File: config.mk
export PLATFORM = sky130hd
export DESIGN_NAME = hamiltonian_cycle_enumerator_unit_flat
export DESIGN_NICKNAME = d
export VERILOG_FILES = /design/src/hce_pkg.sv /design/src/hce_stream_if.sv /design/src/hamiltonian_cycle_enumerator_unit.sv /design/src/hce_ctrl.sv /design/src/hce_dp.sv /design/src/flat_wrapper.sv
export SDC_FILE = /design/constraint.sdc
export NUM_CORES = 1
export LEC_CHECK = 0
export BUFFER_PORTS_ARGS = -buffer_cell sky130_fd_sc_hd__buf_2
export CAP_MARGIN = 20
export CELL_PAD_IN_SITES_DETAIL_PLACEMENT = 0
export CELL_PAD_IN_SITES_GLOBAL_PLACEMENT = 1
export CORE_MARGIN = 1
export CORE_UTILIZATION = 48
export CTS_BUF_LIST = sky130_fd_sc_hd__clkbuf_8 sky130_fd_sc_hd__clkbuf_16
export DETAILED_ROUTE_END_ITERATION = 12
export GPL_TIMING_DRIVEN = 0
export PLACE_DENSITY_LB_ADDON = 0.12
export SYNTH_ARGS = -nofsm -noshare
export SYNTH_HDL_FRONTEND = slang
export SYNTH_SLANG_ARGS = --single-unit
File: constraint.sdc
create_clock -name clk -period 2.4 [get_ports clk]
set_input_delay 0.48 -clock clk [delete_from_list [all_inputs] [get_ports clk]]
set_output_delay 0.48 -clock clk [all_outputs]
set_load 0.02 [all_outputs]
File: src/hce_pkg.sv
// shared types and codes of the hamiltonian cycle enumerator
package hce_pkg;

	localparam int NODE_W = 5;
	localparam int CFG_W  = 5;

	// request codes
	localparam logic [1:0] REQ_ADD_EDGE = 2'd0;
	localparam logic [1:0] REQ_CLEAR    = 2'd1;
	localparam logic [1:0] REQ_RESTART  = 2'd2;
	localparam logic [1:0] REQ_NEXT     = 2'd3;

	// register indexes
	localparam logic CFG_NODE_COUNT = 1'b0;
	localparam logic CFG_ORIGIN     = 1'b1;

	// result status codes
	localparam logic ST_NODE      = 1'b0;
	localparam logic ST_EXHAUSTED = 1'b1;

	localparam logic [CFG_W-1:0] NODE_COUNT_RST = 5'd2;
	localparam logic [CFG_W-1:0] ORIGIN_RST     = 5'd1;

	typedef struct packed {
		logic [1:0]        req_type;
		logic [NODE_W-1:0] node_a;
		logic [NODE_W-1:0] node_b;
	} hce_req_t;

	typedef struct packed {
		logic              status;
		logic [NODE_W-1:0] node;
		logic              last;
	} hce_res_t;

	typedef struct packed {
		logic add_edge;
		logic clear_adj;
		logic init;
		logic step;
		logic emit_node;
		logic emit_close;
		logic emit_exh;
	} hce_cmd_t;

	typedef struct packed {
		logic start_ok;
		logic hit;
		logic exhaust;
		logic out_free;
		logic emit_last_pos;
	} hce_stat_t;

endpackage

File: src/hce_stream_if.sv
// valid/ready stream channel carrying one payload
interface hce_stream_if #(
	parameter type payload_t = logic
);
	logic     valid;
	logic     ready;
	payload_t data;

	modport source (output valid, output data, input ready);
	modport sink (input valid, input data, output ready);
endinterface

File: src/hamiltonian_cycle_enumerator_unit.sv
// top level of the hamiltonian cycle enumerator: controller, datapath and channels
// add edge, clear and restart requests are carried out as they are accepted and give no result
// a find request: accept, a setup step in the INIT state on a fresh search, then one
// SEARCH step per candidate node tried or level backed out, up to MAX_NODES tries per level
// one request in flight; a found cycle gives one result per node in use plus a closing origin result, one if exhausted
// reset clears the matrix and search flags at once and sets node count 2, origin node 1
module hamiltonian_cycle_enumerator_unit
	import hce_pkg::*;
#(
	parameter int MAX_NODES = 16
) (
	input  logic             clk,
	input  logic             arst_n,
	hce_stream_if.sink       req,
	hce_stream_if.source     res,
	input  logic             cfg_we,
	input  logic             cfg_index,
	input  logic [CFG_W-1:0] cfg_data
);

	// command and status between the state machine and the datapath
	hce_cmd_t  cmd;
	hce_stat_t stat;
	hce_req_t  req_payload;
	hce_res_t  res_payload;

	assign req_payload = req.data;

	// sequencing: request decode, search flags, emission order
	hce_ctrl u_ctrl (
		.clk       (clk),
		.arst_n    (arst_n),
		.req_valid (req.valid),
		.req_type  (req_payload.req_type),
		.cfg_we    (cfg_we),
		.stat      (stat),
		.req_ready (req.ready),
		.cmd       (cmd)
	);

	// storage, one search step per cycle, and the output register that
	// frees the request side while a result waits
	hce_dp #(
		.MAX_NODES (MAX_NODES)
	) u_dp (
		.clk       (clk),
		.arst_n    (arst_n),
		.cmd       (cmd),
		.stat      (stat),
		.req_data  (req_payload),
		.cfg_we    (cfg_we),
		.cfg_index (cfg_index),
		.cfg_data  (cfg_data),
		.res_valid (res.valid),
		.res_ready (res.ready),
		.res_data  (res_payload)
	);

	assign res.data = res_payload;

endmodule

File: src/hce_ctrl.sv
// controller state machine of the hamiltonian cycle enumerator
module hce_ctrl
	import hce_pkg::*;
(
	input  logic       clk,
	input  logic       arst_n,
	input  logic       req_valid,
	input  logic [1:0] req_type,
	input  logic       cfg_we,
	input  hce_stat_t  stat,
	output logic       req_ready,
	output hce_cmd_t   cmd
);

	localparam logic [2:0] S_IDLE   = 3'd0;
	localparam logic [2:0] S_INIT   = 3'd1;
	localparam logic [2:0] S_SEARCH = 3'd2;
	localparam logic [2:0] S_EMIT   = 3'd3;
	localparam logic [2:0] S_CLOSE  = 3'd4;
	localparam logic [2:0] S_EXH    = 3'd5;

	logic [2:0] state_q, state_d;
	logic       started_q, started_d;
	logic       done_q, done_d;
	logic       accept;

	assign req_ready = (state_q == S_IDLE);
	assign accept    = req_valid && req_ready;

	always_comb begin
		state_d   = state_q;
		started_d = started_q;
		done_d    = done_q;
		cmd       = '0;
		unique case (state_q)
			S_IDLE: begin
				if (accept) begin
					unique case (req_type)
						REQ_ADD_EDGE: begin
							cmd.add_edge = 1'b1;
							started_d    = 1'b0;
							done_d       = 1'b0;
						end
						REQ_CLEAR: begin
							cmd.clear_adj = 1'b1;
							started_d     = 1'b0;
							done_d        = 1'b0;
						end
						REQ_RESTART: begin
							started_d = 1'b0;
							done_d    = 1'b0;
						end
						REQ_NEXT: begin
							priority if (done_q) begin
								state_d = S_EXH;
							end else if (!started_q) begin
								started_d = 1'b1;
								if (stat.start_ok) begin
									state_d = S_INIT;
								end else begin
									done_d  = 1'b1;
									state_d = S_EXH;
								end
							end else begin
								state_d = S_SEARCH;
							end
						end
						default: ;
					endcase
				end
				// register writes restart the search
				if (cfg_we) begin
					started_d = 1'b0;
					done_d    = 1'b0;
				end
			end
			S_INIT: begin
				cmd.init = 1'b1;
				state_d  = S_SEARCH;
			end
			S_SEARCH: begin
				cmd.step = 1'b1;
				priority if (stat.hit) begin
					state_d = S_EMIT;
				end else if (stat.exhaust) begin
					done_d  = 1'b1;
					state_d = S_EXH;
				end
			end
			S_EMIT: begin
				if (stat.out_free) begin
					cmd.emit_node = 1'b1;
					if (stat.emit_last_pos) state_d = S_CLOSE;
				end
			end
			S_CLOSE: begin
				if (stat.out_free) begin
					cmd.emit_close = 1'b1;
					state_d        = S_IDLE;
				end
			end
			S_EXH: begin
				if (stat.out_free) begin
					cmd.emit_exh = 1'b1;
					state_d      = S_IDLE;
				end
			end
			default: state_d = S_IDLE;
		endcase
	end

	always_ff @(posedge clk or negedge arst_n) begin
		if (!arst_n) begin
			state_q   <= S_IDLE;
			started_q <= 1'b0;
			done_q    <= 1'b0;
		end else begin
			state_q   <= state_d;
			started_q <= started_d;
			done_q    <= done_d;
		end
	end

endmodule

File: src/hce_dp.sv
// datapath: adjacency matrix, path stack, candidate search and result register
module hce_dp
	import hce_pkg::*;
#(
	parameter int MAX_NODES = 16
) (
	input  logic             clk,
	input  logic             arst_n,
	input  hce_cmd_t         cmd,
	output hce_stat_t        stat,
	input  hce_req_t         req_data,
	input  logic             cfg_we,
	input  logic             cfg_index,
	input  logic [CFG_W-1:0] cfg_data,
	output logic             res_valid,
	input  logic             res_ready,
	output hce_res_t         res_data
);

	localparam int AW      = $clog2(MAX_NODES + 1);
	localparam int STACK_D = MAX_NODES + 2;
	localparam int LW      = $clog2(STACK_D);

	logic [CFG_W-1:0]   node_count_q, origin_q;
	logic [MAX_NODES:0] adj_q [0:MAX_NODES];
	logic [AW-1:0]      stack_q [0:STACK_D-1];
	logic [MAX_NODES:0] used_q, row_prev_q, start_row_q;
	logic [LW-1:0]      lvl_q, k_q;
	logic [AW-1:0]      cur_q, prev_q;
	logic               res_valid_q;
	hce_res_t           res_q;

	logic [AW-1:0]      eff_n, start_a, cand, stk_rd, adj_addr, edge_a, edge_b;
	logic [LW-1:0]      stk_addr;
	logic [MAX_NODES:0] adj_rd;
	logic               cur_lt_n, cand_ok, lvl_is_n, edge_ok;

	// node count above the storage acts as the storage size
	assign eff_n   = (int'(node_count_q) > MAX_NODES) ? AW'(MAX_NODES) : AW'(node_count_q);
	assign start_a = AW'(origin_q);
	assign cand    = cur_q + AW'(1);

	assign cur_lt_n = cur_q < eff_n;
	assign cand_ok  = cur_lt_n && row_prev_q[cand] && !used_q[cand];
	assign lvl_is_n = (lvl_q == LW'(eff_n));

	// one read port on the stack: emission position or the level two below
	assign stk_addr = cmd.emit_node ? k_q : (lvl_q - LW'(2));
	assign stk_rd   = stack_q[stk_addr];

	// one read port on the matrix
	always_comb begin
		priority if (cmd.init) adj_addr = start_a;
		else if (cand_ok)      adj_addr = cand;
		else                   adj_addr = stk_rd;
	end
	assign adj_rd = adj_q[adj_addr];

	assign edge_ok = (req_data.node_a != '0) && (int'(req_data.node_a) <= MAX_NODES) &&
		(req_data.node_b != '0) && (int'(req_data.node_b) <= MAX_NODES);
	assign edge_a  = AW'(req_data.node_a);
	assign edge_b  = AW'(req_data.node_b);

	assign stat.start_ok      = (int'(eff_n) >= 2) && (origin_q != '0) &&
		(int'(origin_q) <= int'(eff_n));
	assign stat.hit           = cand_ok && lvl_is_n && start_row_q[cand];
	assign stat.exhaust       = !cur_lt_n && (lvl_q == LW'(2));
	assign stat.out_free      = !res_valid_q || res_ready;
	assign stat.emit_last_pos = (k_q == LW'(eff_n));

	// control state
	always_ff @(posedge clk or negedge arst_n) begin
		if (!arst_n) begin
			node_count_q <= NODE_COUNT_RST;
			origin_q     <= ORIGIN_RST;
			for (int r = 0; r <= MAX_NODES; r++) adj_q[r] <= '0;
			used_q       <= '0;
			lvl_q        <= LW'(2);
			k_q          <= '0;
			res_valid_q  <= 1'b0;
		end else begin
			if (cfg_we) begin
				unique case (cfg_index)
					CFG_NODE_COUNT: node_count_q <= cfg_data;
					CFG_ORIGIN:     origin_q     <= cfg_data;
					default: ;
				endcase
			end
			if (cmd.clear_adj) begin
				for (int r = 0; r <= MAX_NODES; r++) adj_q[r] <= '0;
			end else if (cmd.add_edge && edge_ok) begin
				adj_q[edge_a][edge_b] <= 1'b1;
				adj_q[edge_b][edge_a] <= 1'b1;
			end
			if (cmd.init) begin
				used_q <= {{MAX_NODES{1'b0}}, 1'b1} << start_a;
				lvl_q  <= LW'(2);
			end else if (cmd.step) begin
				if (cand_ok) begin
					if (stat.hit) begin
						k_q <= LW'(1);
					end else begin
						used_q[cand] <= 1'b1;
						lvl_q        <= lvl_q + LW'(1);
					end
				end else if (!cur_lt_n) begin
					// backtrack one level
					used_q[prev_q] <= 1'b0;
					lvl_q          <= lvl_q - LW'(1);
				end
			end
			if (cmd.emit_node) k_q <= k_q + LW'(1);
			if (cmd.emit_node || cmd.emit_close || cmd.emit_exh) res_valid_q <= 1'b1;
			else if (res_ready) res_valid_q <= 1'b0;
		end
	end

	// search payload and result register
	always_ff @(posedge clk) begin
		if (cmd.init) begin
			stack_q[1]  <= start_a;
			cur_q       <= '0;
			prev_q      <= start_a;
			row_prev_q  <= adj_rd;
			start_row_q <= adj_rd;
		end else if (cmd.step) begin
			if (cand_ok) begin
				stack_q[lvl_q] <= cand;
				if (stat.hit) begin
					cur_q <= cand;
				end else begin
					cur_q      <= '0;
					prev_q     <= cand;
					row_prev_q <= adj_rd;
				end
			end else if (!cur_lt_n) begin
				cur_q      <= prev_q;
				prev_q     <= stk_rd;
				row_prev_q <= adj_rd;
			end else begin
				cur_q <= cand;
			end
		end
		priority if (cmd.emit_node) begin
			res_q <= '{status: ST_NODE, node: NODE_W'(stk_rd), last: 1'b0};
		end else if (cmd.emit_close) begin
			res_q <= '{status: ST_NODE, node: origin_q, last: 1'b1};
		end else if (cmd.emit_exh) begin
			res_q <= '{status: ST_EXHAUSTED, node: '0, last: 1'b1};
		end
	end

	assign res_valid = res_valid_q;
	assign res_data  = res_q;

endmodule

File: src/flat_wrapper.sv
// flat-port wrapper written by rule: the top's interface ports become plain ports
module hamiltonian_cycle_enumerator_unit_flat import hce_pkg::*;
#(
	parameter int MAX_NODES = 16
)
  (clk, arst_n, cfg_we, cfg_index, cfg_data, req_valid, req_data, req_ready, res_valid, res_data, res_ready);
  hce_stream_if req_i ();
  hce_stream_if res_i ();
  input  logic clk;
  input  logic arst_n;
  input  logic cfg_we;
  input  logic cfg_index;
  input  logic [CFG_W-1:0] cfg_data;
  input wire logic [$bits(req_i.valid)-1:0] req_valid;
  input wire logic [$bits(req_i.data)-1:0] req_data;
  output wire logic [$bits(req_i.ready)-1:0] req_ready;
  output wire logic [$bits(res_i.valid)-1:0] res_valid;
  output wire logic [$bits(res_i.data)-1:0] res_data;
  input wire logic [$bits(res_i.ready)-1:0] res_ready;
  assign req_i.valid = req_valid;
  assign req_i.data = req_data;
  assign req_ready = req_i.ready;
  assign res_valid = res_i.valid;
  assign res_data = res_i.data;
  assign res_i.ready = res_ready;
  hamiltonian_cycle_enumerator_unit #(.MAX_NODES(MAX_NODES)) u_core (.clk(clk), .arst_n(arst_n), .req(req_i), .res(res_i), .cfg_we(cfg_we), .cfg_index(cfg_index), .cfg_data(cfg_data));
endmodule
=== After elaboration in Yosys (flattened, before gate mapping) ===
Memory sizes are Yosys's and may differ from the RTL's.
Index checks and enable logic that the tools add are counted.

* Register bits: 86
* Bits in writable memories: 90
* ROM bits: 544
* Input bits: 12
* Output and inout bits: 3
* Word-level logic and storage cells: 144
* Memories kept: 2

* $add $sub $neg: 5
* $lt $le $gt $ge: 7
* Equal/unequal tests: 15
* Shifts and indexed selects: 1
* Mux-type cells: 69
* Bitwise logic cells: 6
* Reductions and logical operators: 27

{| class="wikitable"
|+ Memory list
! memory !! depth !! bits a word !! read ports !! clocked after memory_dff !! wr ports !! line !! RTL
|-
| (no name shown) || 32 || 17 || 1 || 0 || 0 || hce_dp.sv:57 || <nowiki>assign adj_rd = adj_q[adj_addr];</nowiki>
|-
| u_core.u_dp.stack_q || 18 || 5 || 1 || 0 || 1 || hce_dp.sv:26 || <nowiki>logic [AW-1:0] stack_q [0:STACK_D-1];</nowiki>
|}

{| class="wikitable"
|+ Operators with widths
! operator !! number
|-
| 2-to-1 mux 17 bit || 12
|-
| 2-to-1 mux 5 bit || 24
|-
| 2-to-1 mux 1 bit || 22
|-
| AND 17 bit || 1
|-
| inverter 17 bit || 1
|-
| OR 17 bit || 1
|-
| left shift 1 x 5 -> 17 bit (first input constant) || 1
|-
| adder 5 x 1 -> 5 bit (second input constant) || 3
|-
| binary-select mux 1 bit (select 5 bit) || 3
|-
| 2-to-1 mux 3 bit || 5
|-
| case mux 3 bit (5 select lines) || 1
|-
| less-than comparator 5 x 6 -> 1 bit (second input constant) || 2
|-
| nonzero test 2 bit || 6
|-
| demux 1 bit (select 5 bit) || 2
|-
| == test 5 bit || 2
|-
| greater-or-equal comparator 5 x 1 -> 1 bit (second input constant) || 2
|-
| logical AND 1 bit || 7
|-
| == test 3 x 2 -> 1 bit (second input constant) || 2
|-
| == test 3 bit (second input constant) || 2
|-
| greater-or-equal comparator 6 bit (second input constant) || 1
|-
| inequality test 2 x 1 -> 1 bit (second input constant) || 3
|-
| inequality test 3 x 1 -> 1 bit (second input constant) || 2
|-
| inverter 5 -> 6 bit || 1
|-
| == test 5 x 2 -> 1 bit (second input constant) || 1
|-
| other kinds (17) || 23
|}

=== Depth between registers and ports, before layout ===
An unclocked memory read counts as a cell.

* Depth after elaboration: 16
* Depth in mapped cells: 9
* Depth with buffers taken out: 8

=== Cells and area by module ===
Synthesis repeated with hierarchy kept, for this count alone.

* Cells, all modules: 2826
* Area total of the unflattened synthesis: 26285.2 sq um

{| class="wikitable"
|+ Modules (own cells, without submodules)
! module !! times used !! cells each !! area an instance (sq um) !! sequential area each (sq um)
|-
| hce_dp || 1 || 2779 || 25903.6 || 12350.6
|-
| hce_ctrl || 1 || 46 || 377.9 || 125.1
|-
| hamiltonian_cycle_enumerator_unit || 1 || 1 || 3.8 || 0.0
|}

=== Least setup slack after synthesis ===
OpenSTA, ideal clock, no wires.

* Path kind: register to register
* From: register u_core.u_dp.node_count_q[4]
* To: register u_core.u_dp.prev_q[0] (enable)
* Setup time: 273 ps
* Arrival time: 1811 ps
* Data required time: 2127 ps
* Setup slack: 315 ps
* Stages on the path, launching flop included: 9
* Path buffers: 1
* Path through: dfrtp_1 -> nand2b_1 -> ha_1 -> nor4b_2 -> nor3_4 -> or2_0 -> buf_4 -> nand2_2 -> nand2_1

* Longest elaborated chain between the ends: 9
* Elaborated cells between the ends (all ways): 11
* Those cells by class: order compare (2); eq/ne (3); mux (1); reduce/logical (5)

{| class="wikitable"
|+ Ends and longest elaborated chain
! element !! line !! RTL
|-
| start, declared || hce_dp.sv:24 || <nowiki>logic [CFG_W-1:0] node_count_q, origin_q;</nowiki>
|-
| start signal, assigned || hce_dp.sv:84 || <nowiki>CFG_NODE_COUNT: node_count_q <= cfg_data;</nowiki>
|-
| greater-than comparator 5 bit || hce_dp.sv:39 || <nowiki>assign eff_n = (int'(node_count_q) > MAX_NODES) ? AW'(MAX_NODES) : AW'(node_count_q);</nowiki>
|-
| 2-to-1 mux 5 bit (*) || hce_dp.sv:39 ||
|-
| less-than comparator 5 bit || hce_dp.sv:43 || <nowiki>assign cur_lt_n = cur_q < eff_n;</nowiki>
|-
| logical AND 1 bit (2 in a row) || hce_dp.sv:44 || <nowiki>assign cand_ok = cur_lt_n && row_prev_q[cand] && !used_q[cand];</nowiki>
|-
| logical AND 1 bit (2 in a row) || hce_dp.sv:66 || <nowiki>assign stat.hit = cand_ok && lvl_is_n && start_row_q[cand];</nowiki>
|-
| inequality test 3 x 2 -> 1 bit (no line) || n/a ||
|-
| AND reduction 3 bit (no line) (*) || n/a ||
|-
| end signal, assigned || hce_dp.sv:123 || <nowiki>prev_q <= start_a;</nowiki>
|-
| end signal, assigned || hce_dp.sv:133 || <nowiki>prev_q <= cand;</nowiki>
|-
| end signal, assigned || hce_dp.sv:138 || <nowiki>prev_q <= stk_rd;</nowiki>
|-
| end, declared || hce_dp.sv:29 || <nowiki>logic [AW-1:0] cur_q, prev_q;</nowiki>
|}

Mark *: on every way between the ends. The rest lies on a longest branch, timed or not.
A chain may end at the register's enable or synchronous reset.

=== Final worst setup path ===
* From: register u_core.u_dp.node_count_q[4]
* To: register u_core.u_dp.prev_q[1] (enable)

Same word-level chain as after synthesis.

==> flow_metrics.tcl <==
set metrics [dict create \
    outcome "completed" \
    placementRows 23 \
    p_switching_mw 0.335 \
    hold_class "input pin to async pin" \
    cts_root_buf "clkbuf_8" \
    powerDensity_nw_per_um2 579 \
    postRouteWirelength_um 4010 \
    core_sq_um 4060 \
    fmax_ghz 0.448 \
    cp_max_fo 9 \
    grt_pass1_wl_um 6930 \
    grt_usage_pct 20.9 \
    ant_nets 0 \
    cp-start-kind "register" \
    regArea_sq_um 1030 \
    antenna_found_initial 0 \
    grt_pass1_vias 1422 \
    netlist_area_sq_um 2070 \
    drive_gt1_share_pct 25.0 \
    yosys_warnings 0 \
    peakVddDrop_mv 0.376 \
    regToRegEndpoint "u_core.u_dp.prev_q[1]$_DFFE_PP_" \
    slew_violations 0 \
    place_ws_ps 55.1 \
    post-route-util_pct 56.5 \
    vias 1438 \
    io_buffers 12 \
    tightest_slew_ps 553 \
    synth_top_area_share_pct 25.4 \
    nNetsFinal 225 \
    setup_viol 0 \
    final.period_utilization_pct 92.9 \
    die_area_sq_um 4570 \
    synth_common_cells "21 x dfrtp_1, 15 x nand2_1, 11 x mux2_2" \
    synthesis.nets 204 \
    worst_r2r_path_depth 9 \
    boundaryPins 15 \
    synth.most_common_cell "dfrtp_1" \
    fp.dieW_um 67.6 \
    synthCells 182 \
    setup_ws_ps 169 \
    gp_congestion 0.840 \
    drt-initial-drc-count 72 \
    r2r-start "u_core.u_dp.node_count_q[4]$_DFFE_PN0P_" \
    cts_buffers 5 \
    insertedDiodeCount 0 \
    fill_cells 349 \
    power_leakage_nw 0.957 \
    clkTransAtPathRegs_ps 80 \
    clock_sinks 40 \
    hold_violations 0 \
    slew_headroom_pct 63.0 \
    clock_latency_ps 290 \
    cp-end-kind "register" \
    maxCapViolCount 0 \
    yosysUniqueCellTypes 49 \
    hold_buffers 0 \
    postSynthAreaPerCell_sq_um 11.4 \
    switching_share_pct 25.3 \
    synth-seq-area-share_pct 49.6 \
    synthTopCellsByArea "dfrtp_1 25%, edfxtp_1 15%, ha_1 6.1%" \
    ys_ff_latch 40 \
    start_util_pct 50.9 \
    cts_buffer_depth 2 \
    viasPerCell 5.66 \
    period_needed_ps 2230 \
    fp.dieH_um 67.6 \
    skew_ps 5.56 \
    regToRegSetupSlack_ps 170 \
    area_growth_syn_to_layout_pct 11.0 \
    synth_top_area_cell "dfrtp_1" \
    seqPwrFrac_pct 56.8 \
    combPwrFrac_pct 10.8 \
    drt_first_pass_iters 4 \
    cp.required_ps 2400 \
    p_int_mw 0.992 \
    path_class "register to register" \
    async_reset_ff_share_pct 60.0 \
    multi_input_area_sq_um 997 \
    clkPwrFrac_pct 32.3 \
    dpl.cell_count 244 \
    dominantRegCellSynth "dfrtp_1" \
    grt_start_max_net_pins 25 \
    fin_setup_tns_ps 0 \
    synth_edf_count 10 \
    post-dp-hpwl_um 2910 \
    crit_arrival_ps 2230 \
    drc 0 \
    avgRoutedWirePerCell_um 15.8 \
    startpoint "u_core.u_dp.node_count_q[4]$_DFFE_PN0P_" \
    htree_levels 2 \
    cts_tree "yes" \
    final_cells 254 \
    grt-ovfl-total 0 \
]
==> per-stage QoR <==
| stage | total power [mW] | area [sq um] | hold slack (ps) |
|---|---|---|---|
| 2_1_floorplan | 0.862 | 2070 | 184 |
| 3_3_place_gp | 0.901 | 2190 | 466 |
| 3_5_place_dp | 0.909 | 2190 | 474 |
| 4_1_cts | 1.33 | 2270 | 184 |
| 5_1_grt | 1.39 | 2290 | 195 |
| 6_report | 1.33 | 2290 | 165 |
==> flip-flops by register name, summed over array words and instances, names as in the netlist, 3 cells and up <==
name / cells
u_core.u_dp.node_count_q: 5
u_core.u_dp.k_q: 5
u_core.u_dp.lvl_q: 5
u_core.u_dp.stack_q: 5
u_core.u_dp.prev_q: 5
u_core.u_dp.cur_q: 5
u_core.u_dp.origin_q: 5
u_core.u_ctrl.state_q: 3
==> power groups by stage <==
stage                     clock network (mW)  registers [mW]  logic, mW
after floorplan                            0           0.756      0.106
after global placement                     0           0.765      0.136
after detailed placement                   0           0.767      0.141
after CTS                              0.437           0.753      0.141
after global routing                   0.468           0.758      0.159
final                                  0.429           0.754      0.144
==> cells in the final DEF, fill, tap and decap left out, types with 2 or more instances in the layout <==
| cell | instances |
|---|---|
| nand3_1 | 5 |
| dfxtp_1 | 6 |
| xnor2_1 | 5 |
| clkbuf_8 | 5 |
| nor4_1 | 4 |
| nor3_1 | 2 |
| o31ai_1 | 2 |
| buf_4 | 3 |
| ha_1 | 10 |
| nand2b_1 | 6 |
| a22o_1 | 6 |
| a21oi_1 | 7 |
| o211ai_1 | 2 |
| dfrtp_1 | 20 |
| mux2_2 | 11 |
| nand4_1 | 3 |
| nand2_1 | 14 |
| xor2_1 | 2 |
| edfxtp_1 | 10 |
| and4bb_2 | 2 |
| or3_1 | 2 |
| inv_1 | 8 |
| and3b_1 | 2 |
| nor2_1 | 7 |
| dfstp_2 | 3 |
| buf_2 | 14 |
| nand2_2 | 2 |
| o22ai_1 | 4 |
| mux2i_1 | 3 |
| o21ai_0 | 10 |
| a31oi_1 | 2 |
==> repair_timing <==
action	4_1_cts	5_1_grt
resized for setup	0	2
setup endpoints to repair	0	5
buffers inserted	0	2
==> per-layer routing <==
metal | track usage (%) | part of all wire [%]
met5 | 0 | 0
met1 | 27.6 | 49
met4 | 8.51 | 1.1
met2 | 32.8 | 47
met3 | 4.56 | 3.0
==> worst max path at each step <==
stage / to / cells after the start / slack, ps
final: u_core.u_dp.prev_q[1]$_DFFE_PP_ / 9 / 170
after detailed placement: u_core.u_dp.prev_q[1]$_DFFE_PP_ / 9 / 60
after CTS: u_core.u_dp.prev_q[4]$_DFFE_PP_ / 9 / 50
after global routing: u_core.u_dp.prev_q[1]$_DFFE_PP_ / 9 / -0.2
after floorplan: u_core.u_dp.prev_q[0]$_DFFE_PP_ / 8 / 320
after global placement: u_core.u_dp.prev_q[0]$_DFFE_PP_ / 9 / 70
==> kinds of logic after synthesis <==
logic type	count (synthesis)	synth area share (%)
AO/OA/AOI/OAI	39	13.3
XOR/XNOR	7	2.97
adder cells (fa/ha/maj)	10	6.05
buffers and inverters	11	2.30
flip-flops	40	49.6
multiplexers	14	7.45
AND/OR/NAND/NOR	61	18.3
==> critical path, stage by stage, from the launching register on <==
cell	delay, ps
dfrtp_2	460
inv_1	130
nand2_1	80
ha_1	300
nand3_1	120
nor3_4	290
or2_0	150
buf_4	150
nand2_2	90
nand2_2	180
==> final cells by class <==
class | count | area share [%]
Clock buffer | 5 | 3.00
Buffer | 3 | 0.764
Multi-Input combinational cell | 131 | 43.5
Sequential cell | 40 | 44.7
Timing Repair Buffer | 14 | 3.27
Clock inverter | 3 | 0.709
Inverter | 8 | 1.31
Tap cell | 50 | 2.73
No activity file was read; power rests on OpenSTA's default activity.
